==> src/hdl/rhsv_pkg.sv <==
// shared types and constants for the rgb to hsv converter
package rhsv_pkg;

  // hue integer part covers 0..359 degrees
  localparam int HUE_INT_BITS   = 9;
  localparam int HUE_SECTOR_DEG = 60;
  localparam int HUE_CIRCLE_DEG = 360;
  // 60 fits in 6 bits, so the hue quotient needs 6 + fraction bits
  localparam int HUE_UNIT_BITS  = 6;

  typedef enum logic [1:0] {
    SECT_RED,
    SECT_GREEN,
    SECT_BLUE
  } hue_sector_t;

  typedef struct packed {
    hue_sector_t sector;
    logic        neg;
    logic        grey;
  } hue_ctrl_t;

endpackage

==> src/hdl/rhsv_pix_if.sv <==
// pixel input channel: valid/ready with red, green and blue components
interface rhsv_pix_if #(
  parameter int COMPONENT_BITS = 8
);
  logic                      valid;
  logic                      ready;
  logic [COMPONENT_BITS-1:0] red;
  logic [COMPONENT_BITS-1:0] green;
  logic [COMPONENT_BITS-1:0] blue;

  modport source (output valid, red, green, blue, input ready);
  modport sink   (input valid, red, green, blue, output ready);
endinterface

==> src/hdl/rhsv_hsv_if.sv <==
// result channel: valid/ready with hue, saturation and value
interface rhsv_hsv_if
  import rhsv_pkg::*;
#(
  parameter int COMPONENT_BITS    = 8,
  parameter int HUE_FRACTION_BITS = 4
);
  logic                                      valid;
  logic                                      ready;
  logic [HUE_INT_BITS+HUE_FRACTION_BITS-1:0] hue;
  logic [COMPONENT_BITS-1:0]                 saturation;
  logic [COMPONENT_BITS-1:0]                 value;

  modport source (output valid, hue, saturation, value, input ready);
  modport sink   (input valid, hue, saturation, value, output ready);
endinterface

==> src/hdl/rhsv_front.sv <==
// first stage: max, min, sector choice, delta and hue difference magnitude
module rhsv_front
  import rhsv_pkg::*;
#(
  parameter int COMPONENT_BITS = 8
) (
  input  logic                      clk,
  input  logic                      rst_n,
  input  logic                      in_valid,
  output logic                      in_ready,
  input  logic [COMPONENT_BITS-1:0] in_red,
  input  logic [COMPONENT_BITS-1:0] in_green,
  input  logic [COMPONENT_BITS-1:0] in_blue,
  output logic                      out_valid,
  input  logic                      out_ready,
  output logic [COMPONENT_BITS-1:0] out_value,
  output logic [COMPONENT_BITS-1:0] out_delta,
  output logic [COMPONENT_BITS-1:0] out_adiff,
  output hue_ctrl_t                 out_ctrl
);

  logic                      valid_r;
  logic [COMPONENT_BITS-1:0] value_r, value_nxt;
  logic [COMPONENT_BITS-1:0] delta_r, delta_nxt;
  logic [COMPONENT_BITS-1:0] adiff_r, adiff_nxt;
  hue_ctrl_t                 ctrl_r, ctrl_nxt;
  logic [COMPONENT_BITS-1:0] min_c, dx, dy;

  assign in_ready = !valid_r || out_ready;

  always_comb begin
    min_c = in_red;
    if (in_green < min_c) min_c = in_green;
    if (in_blue < min_c) min_c = in_blue;

    // priority red, then green, then blue on ties
    if (in_red >= in_green && in_red >= in_blue) begin
      ctrl_nxt.sector = SECT_RED;
      value_nxt       = in_red;
      dx              = in_green;
      dy              = in_blue;
    end else if (in_green >= in_blue) begin
      ctrl_nxt.sector = SECT_GREEN;
      value_nxt       = in_green;
      dx              = in_blue;
      dy              = in_red;
    end else begin
      ctrl_nxt.sector = SECT_BLUE;
      value_nxt       = in_blue;
      dx              = in_red;
      dy              = in_green;
    end

    delta_nxt     = value_nxt - min_c;
    ctrl_nxt.grey = (value_nxt == min_c);
    ctrl_nxt.neg  = (dx < dy);
    adiff_nxt     = ctrl_nxt.neg ? (dy - dx) : (dx - dy);
  end

  always_ff @(posedge clk) begin
    if (!rst_n) begin
      valid_r <= 1'b0;
    end else if (in_ready) begin
      valid_r <= in_valid;
    end
  end

  always_ff @(posedge clk) begin
    if (in_ready && in_valid) begin
      value_r <= value_nxt;
      delta_r <= delta_nxt;
      adiff_r <= adiff_nxt;
      ctrl_r  <= ctrl_nxt;
    end
  end

  assign out_valid = valid_r;
  assign out_value = value_r;
  assign out_delta = delta_r;
  assign out_adiff = adiff_r;
  assign out_ctrl  = ctrl_r;

endmodule

==> src/hdl/rhsv_div_stage.sv <==
// one restoring division step for both the saturation and hue dividers
module rhsv_div_stage
  import rhsv_pkg::*;
#(
  parameter int COMPONENT_BITS = 8,
  parameter int QUOT_BITS      = 10,
  parameter int SHIFT          = 0
) (
  input  logic                                clk,
  input  logic                                rst_n,
  input  logic                                in_valid,
  output logic                                in_ready,
  input  logic [COMPONENT_BITS+QUOT_BITS-1:0] in_rem_s,
  input  logic [COMPONENT_BITS+QUOT_BITS-1:0] in_rem_h,
  input  logic [QUOT_BITS-1:0]                in_q_s,
  input  logic [QUOT_BITS-1:0]                in_q_h,
  input  logic [COMPONENT_BITS-1:0]           in_value,
  input  logic [COMPONENT_BITS-1:0]           in_delta,
  input  hue_ctrl_t                           in_ctrl,
  output logic                                out_valid,
  input  logic                                out_ready,
  output logic [COMPONENT_BITS+QUOT_BITS-1:0] out_rem_s,
  output logic [COMPONENT_BITS+QUOT_BITS-1:0] out_rem_h,
  output logic [QUOT_BITS-1:0]                out_q_s,
  output logic [QUOT_BITS-1:0]                out_q_h,
  output logic [COMPONENT_BITS-1:0]           out_value,
  output logic [COMPONENT_BITS-1:0]           out_delta,
  output hue_ctrl_t                           out_ctrl
);

  localparam int RW = COMPONENT_BITS + QUOT_BITS;

  logic                      valid_r;
  logic [RW-1:0]             rem_s_r, rem_s_nxt, rem_h_r, rem_h_nxt;
  logic [QUOT_BITS-1:0]      q_s_r, q_s_nxt, q_h_r, q_h_nxt;
  logic [COMPONENT_BITS-1:0] value_r, delta_r;
  hue_ctrl_t                 ctrl_r;
  logic [RW:0]               trial_s, trial_h;

  assign in_ready = !valid_r || out_ready;

  always_comb begin
    trial_s = {1'b0, in_rem_s} - ({1'b0, RW'(in_value)} << SHIFT);
    trial_h = {1'b0, in_rem_h} - ({1'b0, RW'(in_delta)} << SHIFT);
    // a clear borrow bit means the shifted divisor fits
    rem_s_nxt      = trial_s[RW] ? in_rem_s : trial_s[RW-1:0];
    rem_h_nxt      = trial_h[RW] ? in_rem_h : trial_h[RW-1:0];
    q_s_nxt        = in_q_s;
    q_h_nxt        = in_q_h;
    q_s_nxt[SHIFT] = !trial_s[RW];
    q_h_nxt[SHIFT] = !trial_h[RW];
  end

  always_ff @(posedge clk) begin
    if (!rst_n) begin
      valid_r <= 1'b0;
    end else if (in_ready) begin
      valid_r <= in_valid;
    end
  end

  always_ff @(posedge clk) begin
    if (in_ready && in_valid) begin
      rem_s_r <= rem_s_nxt;
      rem_h_r <= rem_h_nxt;
      q_s_r   <= q_s_nxt;
      q_h_r   <= q_h_nxt;
      value_r <= in_value;
      delta_r <= in_delta;
      ctrl_r  <= in_ctrl;
    end
  end

  assign out_valid = valid_r;
  assign out_rem_s = rem_s_r;
  assign out_rem_h = rem_h_r;
  assign out_q_s   = q_s_r;
  assign out_q_h   = q_h_r;
  assign out_value = value_r;
  assign out_delta = delta_r;
  assign out_ctrl  = ctrl_r;

endmodule

==> src/hdl/rhsv_back.sv <==
// last stage: sector offset, floor correction, wrap and output register
module rhsv_back
  import rhsv_pkg::*;
#(
  parameter int COMPONENT_BITS    = 8,
  parameter int HUE_FRACTION_BITS = 4,
  parameter int QUOT_BITS         = 10
) (
  input  logic                                      clk,
  input  logic                                      rst_n,
  input  logic                                      in_valid,
  output logic                                      in_ready,
  input  logic [QUOT_BITS-1:0]                      in_q_s,
  input  logic [QUOT_BITS-1:0]                      in_q_h,
  input  logic [COMPONENT_BITS+QUOT_BITS-1:0]       in_rem_h,
  input  logic [COMPONENT_BITS-1:0]                 in_value,
  input  hue_ctrl_t                                 in_ctrl,
  output logic                                      out_valid,
  input  logic                                      out_ready,
  output logic [HUE_INT_BITS+HUE_FRACTION_BITS-1:0] out_hue,
  output logic [COMPONENT_BITS-1:0]                 out_saturation,
  output logic [COMPONENT_BITS-1:0]                 out_value
);

  localparam int HW = HUE_INT_BITS + HUE_FRACTION_BITS;
  localparam logic [HW-1:0] UNIT = HW'(HUE_SECTOR_DEG << HUE_FRACTION_BITS);
  localparam logic [HW-1:0] FULL = HW'(HUE_CIRCLE_DEG << HUE_FRACTION_BITS);

  logic                      valid_r;
  logic [HW-1:0]             hue_r, hue_nxt;
  logic [COMPONENT_BITS-1:0] sat_r, sat_nxt, value_r;
  logic [HW-1:0]             q_c, q_up, base_c;

  assign in_ready = !valid_r || out_ready;

  always_comb begin
    q_c  = HW'(in_q_h);
    // floor of a negative quotient rounds away from zero on a remainder
    q_up = q_c + HW'(in_rem_h != '0);
    case (in_ctrl.sector)
      SECT_RED:   base_c = in_ctrl.neg ? FULL : '0;
      SECT_GREEN: base_c = UNIT << 1;
      SECT_BLUE:  base_c = UNIT << 2;
      default:    base_c = '0;
    endcase
    hue_nxt = in_ctrl.neg ? (base_c - q_up) : (base_c + q_c);
    sat_nxt = in_q_s[COMPONENT_BITS-1:0];
    if (in_ctrl.grey) begin
      hue_nxt = '0;
      sat_nxt = '0;
    end
  end

  always_ff @(posedge clk) begin
    if (!rst_n) begin
      valid_r <= 1'b0;
    end else if (in_ready) begin
      valid_r <= in_valid;
    end
  end

  always_ff @(posedge clk) begin
    if (in_ready && in_valid) begin
      hue_r   <= hue_nxt;
      sat_r   <= sat_nxt;
      value_r <= in_value;
    end
  end

  assign out_valid      = valid_r;
  assign out_hue        = hue_r;
  assign out_saturation = sat_r;
  assign out_value      = value_r;

endmodule

==> src/hdl/rgb_to_hsv_converter_top.sv <==
// rgb to hsv converter: front stage, pipelined dividers and output stage
// throughput: one pixel per cycle while the output is not stalled; each divider stage resolves one quotient bit
// every stage has its own valid bit, so bubbles collapse under output stall
// reset: synchronous active-low rst_n clears all valid bits, payload not reset
module rgb_to_hsv_converter_top
  import rhsv_pkg::*;
#(
  parameter int COMPONENT_BITS    = 8,
  parameter int HUE_FRACTION_BITS = 4
) (
  input  logic          clk,
  input  logic          rst_n,
  rhsv_pix_if.sink      in_pix,
  rhsv_hsv_if.source    out_hsv
);

  localparam int HQW  = HUE_UNIT_BITS + HUE_FRACTION_BITS;
  localparam int QW   = (COMPONENT_BITS > HQW) ? COMPONENT_BITS : HQW;
  localparam int RW   = COMPONENT_BITS + QW;
  localparam int UNIT = HUE_SECTOR_DEG << HUE_FRACTION_BITS;

  logic                      valid_p [QW+1];
  logic                      ready_p [QW+1];
  logic [RW-1:0]             rem_s_p [QW+1];
  logic [RW-1:0]             rem_h_p [QW+1];
  logic [QW-1:0]             q_s_p   [QW+1];
  logic [QW-1:0]             q_h_p   [QW+1];
  logic [COMPONENT_BITS-1:0] value_p [QW+1];
  logic [COMPONENT_BITS-1:0] delta_p [QW+1];
  hue_ctrl_t                 ctrl_p  [QW+1];
  logic [COMPONENT_BITS-1:0] adiff_c;

  rhsv_front #(
    .COMPONENT_BITS (COMPONENT_BITS)
  ) u_front (
    .clk       (clk),
    .rst_n     (rst_n),
    .in_valid  (in_pix.valid),
    .in_ready  (in_pix.ready),
    .in_red    (in_pix.red),
    .in_green  (in_pix.green),
    .in_blue   (in_pix.blue),
    .out_valid (valid_p[0]),
    .out_ready (ready_p[0]),
    .out_value (value_p[0]),
    .out_delta (delta_p[0]),
    .out_adiff (adiff_c),
    .out_ctrl  (ctrl_p[0])
  );

  // dividends: full scale times delta, and hue unit times difference
  assign rem_s_p[0] = (RW'(delta_p[0]) << COMPONENT_BITS) - RW'(delta_p[0]);
  assign rem_h_p[0] = RW'(adiff_c) * RW'(UNIT);
  assign q_s_p[0]   = '0;
  assign q_h_p[0]   = '0;

  for (genvar k = 0; k < QW; k++) begin : g_div
    rhsv_div_stage #(
      .COMPONENT_BITS (COMPONENT_BITS),
      .QUOT_BITS      (QW),
      .SHIFT          (QW - 1 - k)
    ) u_stage (
      .clk       (clk),
      .rst_n     (rst_n),
      .in_valid  (valid_p[k]),
      .in_ready  (ready_p[k]),
      .in_rem_s  (rem_s_p[k]),
      .in_rem_h  (rem_h_p[k]),
      .in_q_s    (q_s_p[k]),
      .in_q_h    (q_h_p[k]),
      .in_value  (value_p[k]),
      .in_delta  (delta_p[k]),
      .in_ctrl   (ctrl_p[k]),
      .out_valid (valid_p[k+1]),
      .out_ready (ready_p[k+1]),
      .out_rem_s (rem_s_p[k+1]),
      .out_rem_h (rem_h_p[k+1]),
      .out_q_s   (q_s_p[k+1]),
      .out_q_h   (q_h_p[k+1]),
      .out_value (value_p[k+1]),
      .out_delta (delta_p[k+1]),
      .out_ctrl  (ctrl_p[k+1])
    );
  end

  rhsv_back #(
    .COMPONENT_BITS    (COMPONENT_BITS),
    .HUE_FRACTION_BITS (HUE_FRACTION_BITS),
    .QUOT_BITS         (QW)
  ) u_back (
    .clk            (clk),
    .rst_n          (rst_n),
    .in_valid       (valid_p[QW]),
    .in_ready       (ready_p[QW]),
    .in_q_s         (q_s_p[QW]),
    .in_q_h         (q_h_p[QW]),
    .in_rem_h       (rem_h_p[QW]),
    .in_value       (value_p[QW]),
    .in_ctrl        (ctrl_p[QW]),
    .out_valid      (out_hsv.valid),
    .out_ready      (out_hsv.ready),
    .out_hue        (out_hsv.hue),
    .out_saturation (out_hsv.saturation),
    .out_value      (out_hsv.value)
  );

endmodule

==> src/flat_wrapper.sv <==
// flat-port wrapper written by rule: the top's interface ports become plain ports
module rgb_to_hsv_converter_top_flat import rhsv_pkg::*;
#(
  parameter int COMPONENT_BITS    = 8,
  parameter int HUE_FRACTION_BITS = 4
)
  (clk, rst_n, in_pix_valid, in_pix_red, in_pix_green, in_pix_blue, in_pix_ready, out_hsv_valid, out_hsv_hue, out_hsv_saturation, out_hsv_value, out_hsv_ready);
  rhsv_pix_if #(.COMPONENT_BITS(COMPONENT_BITS)) in_pix_i ();
  rhsv_hsv_if #(.COMPONENT_BITS(COMPONENT_BITS), .HUE_FRACTION_BITS(HUE_FRACTION_BITS)) out_hsv_i ();
  input  logic clk;
  input  logic rst_n;
  input wire logic [$bits(in_pix_i.valid)-1:0] in_pix_valid;
  input wire logic [$bits(in_pix_i.red)-1:0] in_pix_red;
  input wire logic [$bits(in_pix_i.green)-1:0] in_pix_green;
  input wire logic [$bits(in_pix_i.blue)-1:0] in_pix_blue;
  output wire logic [$bits(in_pix_i.ready)-1:0] in_pix_ready;
  output wire logic [$bits(out_hsv_i.valid)-1:0] out_hsv_valid;
  output wire logic [$bits(out_hsv_i.hue)-1:0] out_hsv_hue;
  output wire logic [$bits(out_hsv_i.saturation)-1:0] out_hsv_saturation;
  output wire logic [$bits(out_hsv_i.value)-1:0] out_hsv_value;
  input wire logic [$bits(out_hsv_i.ready)-1:0] out_hsv_ready;
  assign in_pix_i.valid = in_pix_valid;
  assign in_pix_i.red = in_pix_red;
  assign in_pix_i.green = in_pix_green;
  assign in_pix_i.blue = in_pix_blue;
  assign in_pix_ready = in_pix_i.ready;
  assign out_hsv_valid = out_hsv_i.valid;
  assign out_hsv_hue = out_hsv_i.hue;
  assign out_hsv_saturation = out_hsv_i.saturation;
  assign out_hsv_value = out_hsv_i.value;
  assign out_hsv_i.ready = out_hsv_ready;
  rgb_to_hsv_converter_top #(.COMPONENT_BITS(COMPONENT_BITS), .HUE_FRACTION_BITS(HUE_FRACTION_BITS)) u_core (.clk(clk), .rst_n(rst_n), .in_pix(in_pix_i), .out_hsv(out_hsv_i));
endmodule
==> config.mk <==
export PLATFORM = sky130hd
export DESIGN_NAME = rgb_to_hsv_converter_top_flat
export DESIGN_NICKNAME = d
export VERILOG_FILES = /design/src/hdl/rhsv_pkg.sv /design/src/hdl/rhsv_pix_if.sv /design/src/hdl/rhsv_hsv_if.sv /design/src/hdl/rhsv_front.sv /design/src/hdl/rhsv_div_stage.sv /design/src/hdl/rhsv_back.sv /design/src/hdl/rgb_to_hsv_converter_top.sv /design/src/flat_wrapper.sv
export SDC_FILE = /design/constraint.sdc
export NUM_CORES = 1
export LEC_CHECK = 0
export BUFFER_PORTS_ARGS = -buffer_cell sky130_fd_sc_hd__buf_2
export CORE_MARGIN = 3
export CORE_UTILIZATION = 30
export CTS_CLUSTER_SIZE = 12
export DETAILED_ROUTE_END_ITERATION = 8
export PLACE_DENSITY = 0.49
export SYNTH_ARGS = -nofsm -noshare
export SYNTH_HDL_FRONTEND = slang
export SYNTH_SLANG_ARGS = --single-unit
==> constraint.sdc <==
create_clock -name clk -period 10.1 [get_ports clk]
set_input_delay 0.505 -clock clk [delete_from_list [all_inputs] [get_ports clk]]
set_output_delay 0.505 -clock clk [all_outputs]
set_load 0.02 [all_outputs]
==> reports/results.txt, run 1 <==
TritonCTS built the clock tree. The tools report the overall via count from detail_route as 19900. The post-CTS setup-driven buffer insertion count came out at 0.

The highest metal layer used by the detailed router is met4. By instance count, the leading cell after synthesis is sky130_fd_sc_hd__edfxtp_1. Post-placement cell count: 4390. The clock arrives with 0.0218 ns of skew. The longest clock path from root to sink contains 3 buffers. The logs give 0 for the number of synthesis warnings and 34.5% for the share of the core filled with cells in the final layout. Dividing the synthesized area by the synthesized cell count gives 11.9 µm².

0 antenna diodes ended up in the layout. The run gives 0 as the quantity of hold-fixing buffers added after cts. The detail route stage leaves a number of antenna-violating nets equal to 0. Headroom to the max-slew limit came out at 15.8%. The tools report the cell at the root of the clock tree as sky130_fd_sc_hd__clkbuf_16.

Cells with a size suffix above 1 make up 8.83% of the layout. Sorting the synthesized cells by area gives the leading types as sky130_fd_sc_hd__edfxtp_1, sky130_fd_sc_hd__ha_1, sky130_fd_sc_hd__inv_1. The cell area after technology mapping was 0.0340 mm²; the per-cell via count in the routed design was 4.39. Wire segments on met3 add up to 1.83 mm in the final route. The width of the chip was 343 µm; the sum of negative setup slack was 0 ns. In the final design database the tool counted 3289 nets. The logs give 30.5% for the effective utilization at floorplan and 74 for the number of buffers inserted during clock tree synthesis. Data arrives at the worst endpoint at 5.56 ns. The number of rows in the core area is 122. The tools report the critical path endpoint category as a flop. The final worst-path setup slack is 4.91 ns, and the total of flip-flops plus latches after synthesis is 646. Global routing used 9.48% of the available tracks. Count of routing violations after the opening detailed-route iteration: 664.

The die covers 0.117 mm². The logs give 0 for the count of final max-slew check failures and 0 for the number of cells upsized or downsized after cts. Prior to clock tree synthesis, the placed netlist has a worst setup slack of 4.25 ns. CTS built an H-tree with a depth of 3.

The clock net in this run drives a total of 646 sinks. Among all flip-flop cells after synthesis, the most frequent one is sky130_fd_sc_hd__edfxtp_1. The period utilization was 51.4%; the largest vdd supply drop was 0.376 mV. Once detailed placement completed, the half-perimeter wirelength came to 41.5 mm.

The clock transition at the registers of the reported paths was 0.06 ns. Static timing analysis puts the maximum clock frequency at 0.193 GHz. The run gives 56.7% as the part of the Yosys area used for sequential elements. In this run the static leakage power is 0.0145 µW.

For this design the top-level I/O count stands at 59. The actual slew at the worst max-slew pin was 1.23 ns; the synthesized netlist net count was 3178. The highest fanout seen on the critical path is 43, and the number of DRC violations after detailed routing is 0.

After global routing the overflow that remains totals 0. In this run the worst hold path is classified as primary input to flop. The number of distinct standard cells referenced by the synthesized netlist is 74, and the worst-skew pair later-pin latency is 0.61 ns. The first detailed-routing pass took 4 iterations. The total count of hold-check failures in the final report is 0, and the mean routed wirelength per cell is 12.1 µm. The final layout contains routed wiring with a total length of 54.9 mm.

For this block, wires on met1 add up to 25.2 mm. Summed over its instances, the top area cell type makes up 56.0% of the synthesized netlist area. The number of failing setup endpoints in the final timing report is 0, and the cell area power density is 242 mW/mm². Proportion of register bits with asynchronous set or reset after synthesis: 0%. The synthesized design spends more area on one cell type than any other, namely sky130_fd_sc_hd__edfxtp_1. The floorplan step set the die height to 343 µm. STA puts the critical path data required time at 10.47 ns.

The initial antenna violation count came out at 0. Setup repair after global routing left no endpoint under its margin. The placer congestion estimate was 0.792; the synthesized instance count was 2867. Entering global routing, the biggest net connects 71 pins. In this run the tool buffered the top-level ports with 58 buffer cells. The number of global-route vias before repair was 20100. The first global-routing pass estimated 94.3 mm of wire.

The critical setup path kind was primary input to flop. The worst setup path is launched from a primary input. The synthesis-to-finish area growth came out at 13.4%. The tools report the total length of routed met2 wires as 26.5 mm. The run finished with clean final reports. Once layout is complete, the cells apart from fillers number 4523. Subtracting the final worst setup slack from the clock period gives 5.19 ns. The number of enable flip-flop cells after synthesis is 634. Sorting the synthesized cells by how often they occur yields sky130_fd_sc_hd__edfxtp_1, sky130_fd_sc_hd__inv_1, sky130_fd_sc_hd__ha_1, sky130_fd_sc_hd__nor2_1, sky130_fd_sc_hd__o21ai_0.

The total area inside the core boundary comes to 0.112 mm². The total of max-cap violations came out at 0.
[metrics by stage]
step	area [µm²]	hold slack (ns)	power, µW
5_1_grt	38500	0.246	10000
4_1_cts	38500	0.214	9460
3_5_place_dp	36300	0.405	6910
2_1_floorplan	34000	0.400	6220
3_3_place_gp	36300	0.401	6880
6_report	38500	0.257	9310
[logic make-up after synthesis]
family / share of synthesized area (%)
buffers and inverters: 4.26
adder cells (fa/ha/maj): 11.2
XOR/XNOR: 3.70
AO/OA/AOI/OAI: 10.7
multiplexers: 3.14
AND/OR/NAND/NOR: 10.3
other: 0.0221
flip-flops: 56.7
[placed cells by master (no fill, tap or decap), drive strengths merged, types with 5 or more instances in the layout]
cell type / synthesis / layout
nand3b: 8 / 8
o21bai: 6 / 6
o21ai: 201 / 201
clkbuf: 38 / 97
and3: 10 / 10
nor2b: 84 / 84
nand3: 30 / 30
edfxtp: 634 / 634
nand4: 9 / 9
inv: 340 / 340
o211ai: 11 / 11
or2: 17 / 17
mux2i: 44 / 44
xor2: 59 / 59
clkinv: 0 / 31
and2: 11 / 11
xnor2: 82 / 82
a21boi: 58 / 58
nor4: 22 / 22
dfxtp: 12 / 12
nand2: 195 / 195
or4: 11 / 11
mux2: 54 / 54
o21a: 34 / 34
a31oi: 9 / 9
nor3b: 5 / 5
a211o: 8 / 8
nor2: 203 / 203
o31ai: 36 / 36
nor3: 63 / 63
a211oi: 15 / 15
buf: 5 / 78
a21oi: 140 / 140
ha: 247 / 247
or3: 21 / 21
fa: 36 / 36
nand2b: 21 / 21
a21o: 35 / 35
[final timing paths]
check	end	start	slack (ns)	cells past startpoint
hold reg to reg	u_core.g_div[4].u_stage.out_q_h[7]$_DFFE_PP_	u_core.g_div[3].u_stage.out_q_h[7]$_DFFE_PP_	0.41	0
setup reg to reg	u_core.g_div[0].u_stage.out_rem_h[13]$_DFFE_PP_	u_core.u_front.out_adiff[3]$_DFFE_PP_	5.21	16
setup / recovery	u_core.u_front.out_adiff[7]$_DFFE_PP_	in_pix_blue[5]	4.91	21
hold / removal	u_core.u_front.out_valid$_SDFFE_PN0N_	in_pix_valid	0.26	3
[state kept, by name, indices dropped and copies added (netlist names)]
| register | count |
|---|---|
| u_core.g_div.u_stage.out_rem_s | 162 |
| u_core.g_div.u_stage.out_rem_h | 141 |
| u_core.g_div.u_stage.out_value | 80 |
| u_core.g_div.u_stage.out_delta | 63 |
| u_core.g_div.u_stage.out_q_h | 55 |
| u_core.g_div.u_stage.out_ctrl | 40 |
| u_core.g_div.u_stage.out_q_s | 36 |
| u_core.u_back.out_hue | 13 |
| u_core.g_div.u_stage.out_valid | 10 |
| u_core.u_back.out_saturation | 8 |
| u_core.u_back.out_value | 8 |
| u_core.u_front.out_adiff | 8 |
| u_core.u_front.out_delta | 8 |
| u_core.u_front.out_value | 8 |
| u_core.u_front.out_ctrl | 4 |
| u_core.u_back.out_valid | 1 |
| u_core.u_front.out_valid | 1 |
[per-layer routing]
metal	vias to the layer above	GRT usage, %
met5	-	0
met4	0	3.42
met3	81	1.63
met2	202	16.6
met1	9085	11.7
li1	10500	-
[power by group]
part           leakage (µW)  switching, µW  internal (µW)  total [µW]
sequential          0.00572           96.6           3250        3350
combinational       0.00768           1830           1650        3480
clock               0.00110           1010           1470        2480
total                0.0145           2930           6380        9310
[cell type report]
class	count	area [µm²]
fillers	11000	73000
flip-flops and latches	646	19300
multi-input cells	1838	13400
clock buffers	97	2000
well taps	1488	1860
inverters	340	1280
repair buffers	78	440
clock inverters	36	279
[worst max-delay path, cell delays in order]
cell                        delay (ns)
sky130_fd_sc_hd__buf_2            0.15
sky130_fd_sc_hd__inv_1            0.09
sky130_fd_sc_hd__ha_1             0.31
sky130_fd_sc_hd__a2111oi_0        0.47
sky130_fd_sc_hd__nor2b_1          0.18
sky130_fd_sc_hd__o21ai_0          0.08
sky130_fd_sc_hd__o211ai_1         0.11
sky130_fd_sc_hd__buf_4            0.43
sky130_fd_sc_hd__a21oi_1          0.14
sky130_fd_sc_hd__o21ai_0          0.42
sky130_fd_sc_hd__inv_1            0.16
sky130_fd_sc_hd__fa_1             0.45
sky130_fd_sc_hd__nor2b_1          0.19
sky130_fd_sc_hd__o21bai_1         0.09
sky130_fd_sc_hd__a22oi_1          0.28
sky130_fd_sc_hd__buf_4            0.27
sky130_fd_sc_hd__inv_1            0.07
sky130_fd_sc_hd__a221o_1          0.38
sky130_fd_sc_hd__a41o_1           0.30
sky130_fd_sc_hd__a211o_1          0.29
sky130_fd_sc_hd__and3_1           0.16
(Power assumes the default switching activity.)
==> run 2: changes to the inputs <==
clock period = 4.93 ns   (was 10.1 ns; I/O delays follow)
==> run 2 against run 1 <==
Effect of this change: worst hold slack lost 0.21 ns; first-iteration DRC count rose by 6.9%; clock-buffer cell count is 2 lower; design area increased by 1.3%; clock skew fell by 0.0049 ns; cell count rose by 1.1%; critical endpoint is now u_core.g_div[0].u_stage.out_rem_h[11]$_DFFE_PP_.
==> reports/results.txt, run 2 (synthesized netlist as in run 1, its figures left out) <==
Effective utilization at floorplan: 30.5% (unchanged). The cell at the root of the clock tree is sky130_fd_sc_hd__clkbuf_16. The total length of routed met2 wires came out at 27.4 mm (+3.5%). The tools report the number of rows in the core area as 122 (unchanged). Highest metal layer used by the detailed router: met4. The endpoint arrival time on the critical path is 4.89 ns (-0.67 ns), and the total of fill cells in the finished design is 11000 (-0.19%). The number of sinks handled by clock tree synthesis is 646 (unchanged). The period utilization is 92.2%.

The worst setup path is launched from a flop. The wire length of the first global-routing pass came out at 97.2 mm (+3.1%). The fraction of final layout cells sized beyond drive strength 1 is 10.8% (+1.9 points). For the count of routing violations after the opening detailed-route iteration, the log shows 710 (+6.9%). The run gives 73 (-1.4%) as the number of buffers inserted during clock tree synthesis. For the top achievable clock speed, the log shows 0.220 GHz.

The critical path goes through inv_1, fa_1, fa_1, inv_1, ha_1, nor2b_1, o21ai_0, a21boi_0, o21ai_0, nor2b_1, xnor2_1, ha_1, nand2_1, o21ai_1, a21o_2, mux2_2. The iteration count of the initial detailed-routing pass is 5 (+1), and the largest net degree at the start of global routing is 71 (unchanged). The tools report the critical path endpoint category as a flop.

The critical setup path kind was flop to flop. The count of nets left with antenna violations after detail routing is 0 (unchanged), and the detailed placer's ending HPWL is 42.5 mm (+2.3%). The total of max-cap violations is 0 (unchanged). The run finished with clean final reports. The number of global-route vias before repair is 20700 (+2.9%), and the die area is 0.117 mm² (unchanged). The number of H-tree levels was 3 (unchanged); the number of primary I/O pins was 59 (unchanged). The worst stage delay on the critical path was 0.51 ns (+0.04 ns); the all-layer global routing usage was 9.75% (+0.26 points).

The worst-skew pair later-pin latency is 0.60 ns (about the same). Cell area power density: 492 mW/mm² (+100%). The setup clock skew after layout is 0.0169 ns (-0.00492 ns), and the mean routed wirelength per cell is 12.2 µm (+0.82%). The tools report the total number of nets in the final design as 3347 (+1.8%). The tightest min-delay check is of the primary input to flop type. For the final worst-path setup slack, the log shows 0.385 ns (-4.52 ns). The per-cell via count in the routed design was 4.43 (+0.90%).

The actual slew at the worst max-slew pin is 1.23 ns (-0.000144 ns), and the worst-case setup slack after placement is -0.0254 ns (-4.28 ns). The tools report the routed wire length on met3 as 2.08 mm (+14%). Leaving out fill and tap cells, the most frequent cells in the layout are sky130_fd_sc_hd__edfxtp_1, sky130_fd_sc_hd__inv_1, sky130_fd_sc_hd__ha_1. The placer congestion estimate is 0.841 (+6.2%), and the total count of hold-check failures in the final report is 0 (unchanged).

Tightest slew margin relative to the limit: 15.8% (about the same). Leaving out fill and tap cells, the most frequent cell in the layout is sky130_fd_sc_hd__edfxtp_1. Required time reported for the critical path endpoint: 5.28 ns (-5.19 ns).

The width of the chip works out to 343 µm (unchanged). The critical path's top delay family is adder cells. Setup repair after global routing left no endpoint under its margin. For the maximum root-to-sink buffer count, the log shows 3 (unchanged). The initial antenna violation count is 0 (unchanged). The residual overflow from global routing was 0 (unchanged); the post-CTS setup-driven buffer insertion count was 0 (unchanged). The number of failing setup endpoints in the final timing report was 0 (unchanged); the number of flip-flops under the largest register name was 162 (unchanged). The clock transition at the registers of the reported paths is 0.06 ns (about the same).

For the leakage power summed over all cells, the log shows 0.0148 µW (+2.2%). The run gives 20300 (+2.0%) as the overall via count from detail_route. The highest fanout seen on the critical path is 8 (-81%), and the height of the die is 343 µm (unchanged).

The logs give 0 (unchanged) for the count of final max-slew check failures and 0 (unchanged) for the number of DRC violations after detailed routing. The antenna diode instance count came out at 0 (unchanged). Synthesis-to-finish area growth: 14.9%. For the total routed wire length on the met1 layer, the log shows 25.3 mm (+0.32%).

The wire length after detailed routing came out at 56.0 mm (+2.0%). The count of buffer and inverter cells on the critical path is 2 (-4). Port buffer count: 58 (unchanged).

TritonCTS built the clock tree. The area of the core is 0.112 mm² (unchanged). The largest individual stage delay along the critical path comes from the cell sky130_fd_sc_hd__fa_1. The post-placement cell count came out at 4448 (+1.3%).

The number of standard cells in the final layout excluding fillers is 4574 (+1.1%). For the finished layout, the period the worst path requires is 4.54 ns. The largest vdd supply drop is 0.827 mV (+120%).
## run 2: worst paths after layout
kind	slack (ns)	cells after the start	start	endpoint
worst max-delay path	0.39	16	u_core.u_front.out_adiff[3]$_DFFE_PP_	u_core.g_div[0].u_stage.out_rem_h[11]$_DFFE_PP_
worst min-delay path	0.04	2	rst_n	u_core.g_div[0].u_stage.out_valid$_SDFFE_PN0P_
worst max register to register	0.39	16	u_core.u_front.out_adiff[3]$_DFFE_PP_	u_core.g_div[0].u_stage.out_rem_h[11]$_DFFE_PP_
worst min register to register	0.41	0	u_core.g_div[6].u_stage.out_q_s[4]$_DFFE_PP_	u_core.g_div[7].u_stage.out_q_s[4]$_DFFE_PP_
## run 2: metrics by stage
| step | cell area (µm²) | total power (µW) | hold slack (ns) | setup TNS, ns | util (%) |
|---|---|---|---|---|---|
| 6_report | 39000 | 19200 | 0.0425 | 0 | 35.0 |
| 5_1_grt | 39000 | 20800 | 0.0277 | 0 | 35.0 |
| 4_1_cts | 39000 | 19500 | 0.00566 | 0 | 35.0 |
| 3_5_place_dp | 36700 | 14100 | 0.405 | -0.0254 | 32.9 |
| 3_3_place_gp | 36700 | 14100 | 0.403 | 0 | 32.9 |
| 2_1_floorplan | 34000 | 12700 | 0.400 | 0 | - |
## run 2: layout make-up
class	instances	area, µm²	area share, %
flip-flops and latches	646	19300	49.4
inverters	340	1280	3.27
repair buffers	137	911	2.33
clock buffers	95	1970	5.05
clock inverters	30	337	0.862
well taps	1488	1860	4.77
multi-input cells	1838	13400	34.3
## run 2: where the power goes
part / switching [µW] / total, µW / internal [µW] / leakage, µW
Sequential: 176 / 6840 / 6660 / 0.00572
Combinational: 3670 / 7170 / 3500 / 0.00798
Clock: 2050 / 5180 / 3130 / 0.00113
Total: 5900 / 19200 / 13300 / 0.0148
## run 2: per-layer routing
| metal | global-route usage [%] | vias to the layer above |
|---|---|---|
| met1 | 11.8 | 9351 |
| li1 | - | 10600 |
| met3 | 1.95 | 87 |
| met4 | 2.96 | 0 |
| met5 | 0 | - |
| met2 | 17.4 | 212 |
## run 2: worst register-to-register path, stage by stage, from the launching register on
cell and delay (ns):
sky130_fd_sc_hd__edfxtp_1 0.44, sky130_fd_sc_hd__inv_1 0.18, sky130_fd_sc_hd__fa_1 0.46, sky130_fd_sc_hd__fa_1 0.51, sky130_fd_sc_hd__inv_1 0.04, sky130_fd_sc_hd__ha_1 0.32, sky130_fd_sc_hd__nor2b_1 0.14, sky130_fd_sc_hd__o21ai_0 0.20
sky130_fd_sc_hd__a21boi_0 0.16, sky130_fd_sc_hd__o21ai_0 0.23, sky130_fd_sc_hd__nor2b_1 0.19, sky130_fd_sc_hd__xnor2_1 0.10, sky130_fd_sc_hd__ha_1 0.33, sky130_fd_sc_hd__nand2_1 0.07, sky130_fd_sc_hd__o21ai_1 0.25, sky130_fd_sc_hd__a21o_2 0.31
sky130_fd_sc_hd__mux2_2 0.36
## run 2: repair_timing
action	CTS	global route
setup endpoints to repair	0	6
resized for setup	0	2
hold endpoints to repair	1	0
hold buffers	1	0
==> run 3: changes to the inputs <==
clock period = 4.9 ns   (was 4.93 ns; I/O delays follow)
==> run 3 against run 2 <==
Effect of this change: register-to-register slack about the same; maximum frequency increased by 0.53%; critical path depth unchanged; worst hold slack got worse by 0.0016 ns; first-iteration DRC count increased by 16%; combinational power increased by 2%; sequential power increased by 0.6%; wire length about the same; sequential share of layout area about the same; critical path type unchanged.
==> reports/results.txt, run 3 (synthesized netlist as in run 1, its figures left out) <==
The total count of hold-check failures in the final report was 0 (unchanged). The logs give 0.991 mV (+20%) for the largest vdd supply drop and 3359 (+0.36%) for the total number of nets in the final design. The number of cells on the worst reg-to-reg path is 16 (unchanged). Post-CTS setup-driven buffer insertion count: 0 (unchanged). The worst-case setup slack after placement is -0.0825 ns (-0.0571 ns), and the area occupied by registers is 0.0193 mm² (unchanged). The library cells used most frequently in the layout, excluding fill and tap cells, are sky130_fd_sc_hd__edfxtp_1, sky130_fd_sc_hd__inv_1, sky130_fd_sc_hd__ha_1.

The tools report the all-layer global routing usage as 9.76% (+0.010 points). The maximum root-to-sink buffer count was 3 (unchanged). The clock transition at the registers of the reported paths came out at 0.06 ns (about the same).

The most critical setup path has its endpoint at u_core.g_div[0].u_stage.out_rem_h[11]$_DFFE_PP_. The area of the core is 0.112 mm² (unchanged). The run finished with clean final reports. The top achievable clock speed was 0.221 GHz (+0.53%); the post-detailed-placement cell area was 0.0368 mm² (+0.19%). The worst-skew pair later-pin latency is 0.61 ns (about the same).

Setup repair after global routing left no endpoint under its margin. Number of H-tree levels: 3 (unchanged). The beginning of the critical path is u_core.u_front.out_adiff[2]$_DFFE_PP_.

The run gives 96.9 mm (-0.30%) as the wire length of the first global-routing pass. The endpoint identified for the worst register-to-register timing path is u_core.g_div[0].u_stage.out_rem_h[11]$_DFFE_PP_. The final worst-path setup slack is 0.379 ns (-0.00603 ns), and the number of failing setup endpoints in the final timing report is 0 (unchanged).

Number of rows in the core area: 122 (unchanged). The width of the chip came out at 343 µm (unchanged). Final critical-path required period: 4.52 ns (-0.0240 ns). The actual slew at the worst max-slew pin is 1.18 ns (-0.0515 ns), and the count of nets left with antenna violations after detail routing is 0 (unchanged). TritonCTS built the clock tree. The run gives 0 (unchanged) as the total of max-cap violations. The tools report the leakage power summed over all cells as 0.0149 µW (+0.19%). The cell area power density came out at 494 mW/mm² (+0.56%).

The launch instance of the worst register-to-register path is u_core.u_front.out_adiff[2]$_DFFE_PP_. Die area: 0.117 mm² (unchanged). The type of origin of the critical path is a flop. The tightest slew margin relative to the limit is 19.3% (+3.5 points), and the count of final max-slew check failures is 0 (unchanged). The run gives 68 (-4.2%) as the largest net degree at the start of global routing. The logs give 646 (unchanged) for the number of sinks handled by clock tree synthesis and 0 (unchanged) for the number of DRC violations after detailed routing. Number of flip-flops under the largest register name: 162 (unchanged).

Period utilization: 92.3% (about the same). The leading cell type in the layout, fill and taps excluded is sky130_fd_sc_hd__edfxtp_1. The worst setup path is captured at a flop. CTS placed an instance of sky130_fd_sc_hd__clkbuf_16 at the clock tree root. The tools report the number of buffers inserted during clock tree synthesis as 73 (unchanged).

The number of primary I/O pins was 59 (unchanged). The logs give 0.38 ns (about the same) for the register-to-register setup slack and 0.0134 mm² (unchanged) for the footprint of the multi-input gates. The overall via count from detail_route came out at 20200 (-0.15%). For the count of routing violations after the opening detailed-route iteration, the log shows 823 (+16%). Final non-filler cell area: 0.0391 mm² (about the same). Endpoint arrival time on the critical path: 4.87 ns (-0.02 ns). The critical path is of the flop to flop type. The fraction of final layout cells sized beyond drive strength 1 is 11.0% (+0.21 points), and the port buffer count is 58 (unchanged). Final total power: 19300 µW (+0.65%). The kind of path behind the tightest hold check was primary input to flop. For the wire length after detailed routing, the log shows 56.0 mm (about the same).

The synthesis-to-finish area growth was 15.0% (about the same). The per-cell via count in the routed design is 4.41 (-0.44%), and the highest fanout seen on the critical path is 8 (unchanged). The tools report the setup clock skew after layout as 0.0206 ns (+0.00369 ns). The mean routed wirelength per cell works out to 12.2 µm (-0.22%). The height of the die works out to 343 µm (unchanged). For the number of global-route vias before repair, the log shows 20600 (-0.54%). The detailed placer's ending HPWL is 42.7 mm (+0.68%), and the placer congestion estimate is 0.802 (-4.7%). The effective utilization at floorplan was 30.5% (unchanged). The antenna diode instance count is 0 (unchanged). The run gives 5.25 ns (-0.03 ns) as the required time reported for the critical path endpoint.

The initial antenna violation count was 0 (unchanged); the iteration count of the initial detailed-routing pass was 7 (+2). The residual overflow from global routing came out at 0 (unchanged). For the total of fill cells in the finished design, the log shows 11000 (-0.0091%).
==> run 3: cell types whose count changed in the layout (fill, tap and decap cells not counted) <==
cell / change
sky130_fd_sc_hd__clkinv_2: -2
sky130_fd_sc_hd__bufinv_16: -2
sky130_fd_sc_hd__buf_12: -1
sky130_fd_sc_hd__dlygate4sd3_1: +1
sky130_fd_sc_hd__buf_4: +12
sky130_fd_sc_hd__clkinv_1: -2
sky130_fd_sc_hd__inv_6: +1
sky130_fd_sc_hd__clkbuf_1: +6
==> run 3: power by group <==
part           switching [µW]  internal [µW]  leakage [µW]
logic                    3750           3540       0.00803
registers                 175           6700       0.00572
clock network            2090           3060       0.00110
==> run 3: what timing repair did <==
| action | in CTS | in global routing |
|---|---|---|
| hold buffers | 2 | 0 |
| resized for setup | 0 | 2 |
| endpoints found under the setup margin | 0 | 6 |
| endpoints found under the hold margin | 3 | 0 |
==> run 3: worst max-delay path, cell delays in order, from the launching register on <==
cell and delay (ns):
sky130_fd_sc_hd__edfxtp_1 0.44, sky130_fd_sc_hd__inv_1 0.15, sky130_fd_sc_hd__fa_1 0.45, sky130_fd_sc_hd__fa_1 0.51, sky130_fd_sc_hd__inv_1 0.04, sky130_fd_sc_hd__ha_1 0.32
sky130_fd_sc_hd__nor2b_1 0.14, sky130_fd_sc_hd__o21ai_0 0.21, sky130_fd_sc_hd__a21boi_0 0.15, sky130_fd_sc_hd__o21ai_0 0.21, sky130_fd_sc_hd__nor2b_1 0.18, sky130_fd_sc_hd__xnor2_1 0.11
sky130_fd_sc_hd__ha_1 0.34, sky130_fd_sc_hd__nand2_1 0.06, sky130_fd_sc_hd__o21ai_1 0.26, sky130_fd_sc_hd__a21o_2 0.30, sky130_fd_sc_hd__mux2_2 0.36
==> run 3: cell type report <==
type | instances | area share (%)
Multi-Input combinational cell | 1838 | 34.3
Timing Repair Buffer | 149 | 2.54
Clock buffer | 101 | 5.10
Tap cell | 1488 | 4.76
Inverter | 340 | 3.27
Clock inverter | 25 | 0.685
Sequential cell | 646 | 49.3
==> run 3: how the worst min path moves through the flow <==
| stage | from | to | slack [ns] | cells past startpoint |
|---|---|---|---|---|
| 4_1_cts | out_hsv_ready | u_core.u_back.out_valid$_SDFFE_PN0P_ | 0.01 | 3 |
| 3_3_place_gp | u_core.g_div[6].u_stage.out_q_h[3]$_DFFE_PP_ | u_core.g_div[7].u_stage.out_q_h[3]$_DFFE_PP_ | 0.40 | 0 |
| 2_1_floorplan | rst_n | u_core.g_div[3].u_stage.out_valid$_SDFFE_PN0P_ | 0.40 | 1 |
| 6_report | out_hsv_ready | u_core.u_back.out_valid$_SDFFE_PN0P_ | 0.04 | 3 |
| 5_1_grt | out_hsv_ready | u_core.u_back.out_valid$_SDFFE_PN0P_ | 0.03 | 3 |
| 3_5_place_dp | u_core.g_div[0].u_stage.out_ctrl[0]$_DFFE_PP_ | u_core.g_div[1].u_stage.out_ctrl[0]$_DFFE_PP_ | 0.40 | 0 |
==> run 3: per-stage QoR <==
stage / TNS [ns] / util [%] / instances / hold slack [ns]
floorplan: 0 / - / 2867 / 0.399
global placement: -0.0141 / 33.0 / 4459 / 0.402
detailed placement: -0.0945 / 33.0 / 4459 / 0.405
CTS: 0 / 35.0 / 4587 / 0.0100
global route: 0 / 35.0 / 4587 / 0.0263
finish: 0 / 35.0 / 4587 / 0.0409
==> run 3: per-layer routing <==
layer	global-route usage [%]	vias up	share of wire (%)
met3	1.97	92	3.6
met1	11.8	9284	45
li1	-	10600	-
met4	2.82	0	2.2
met2	17.5	211	49
met5	0	-	0
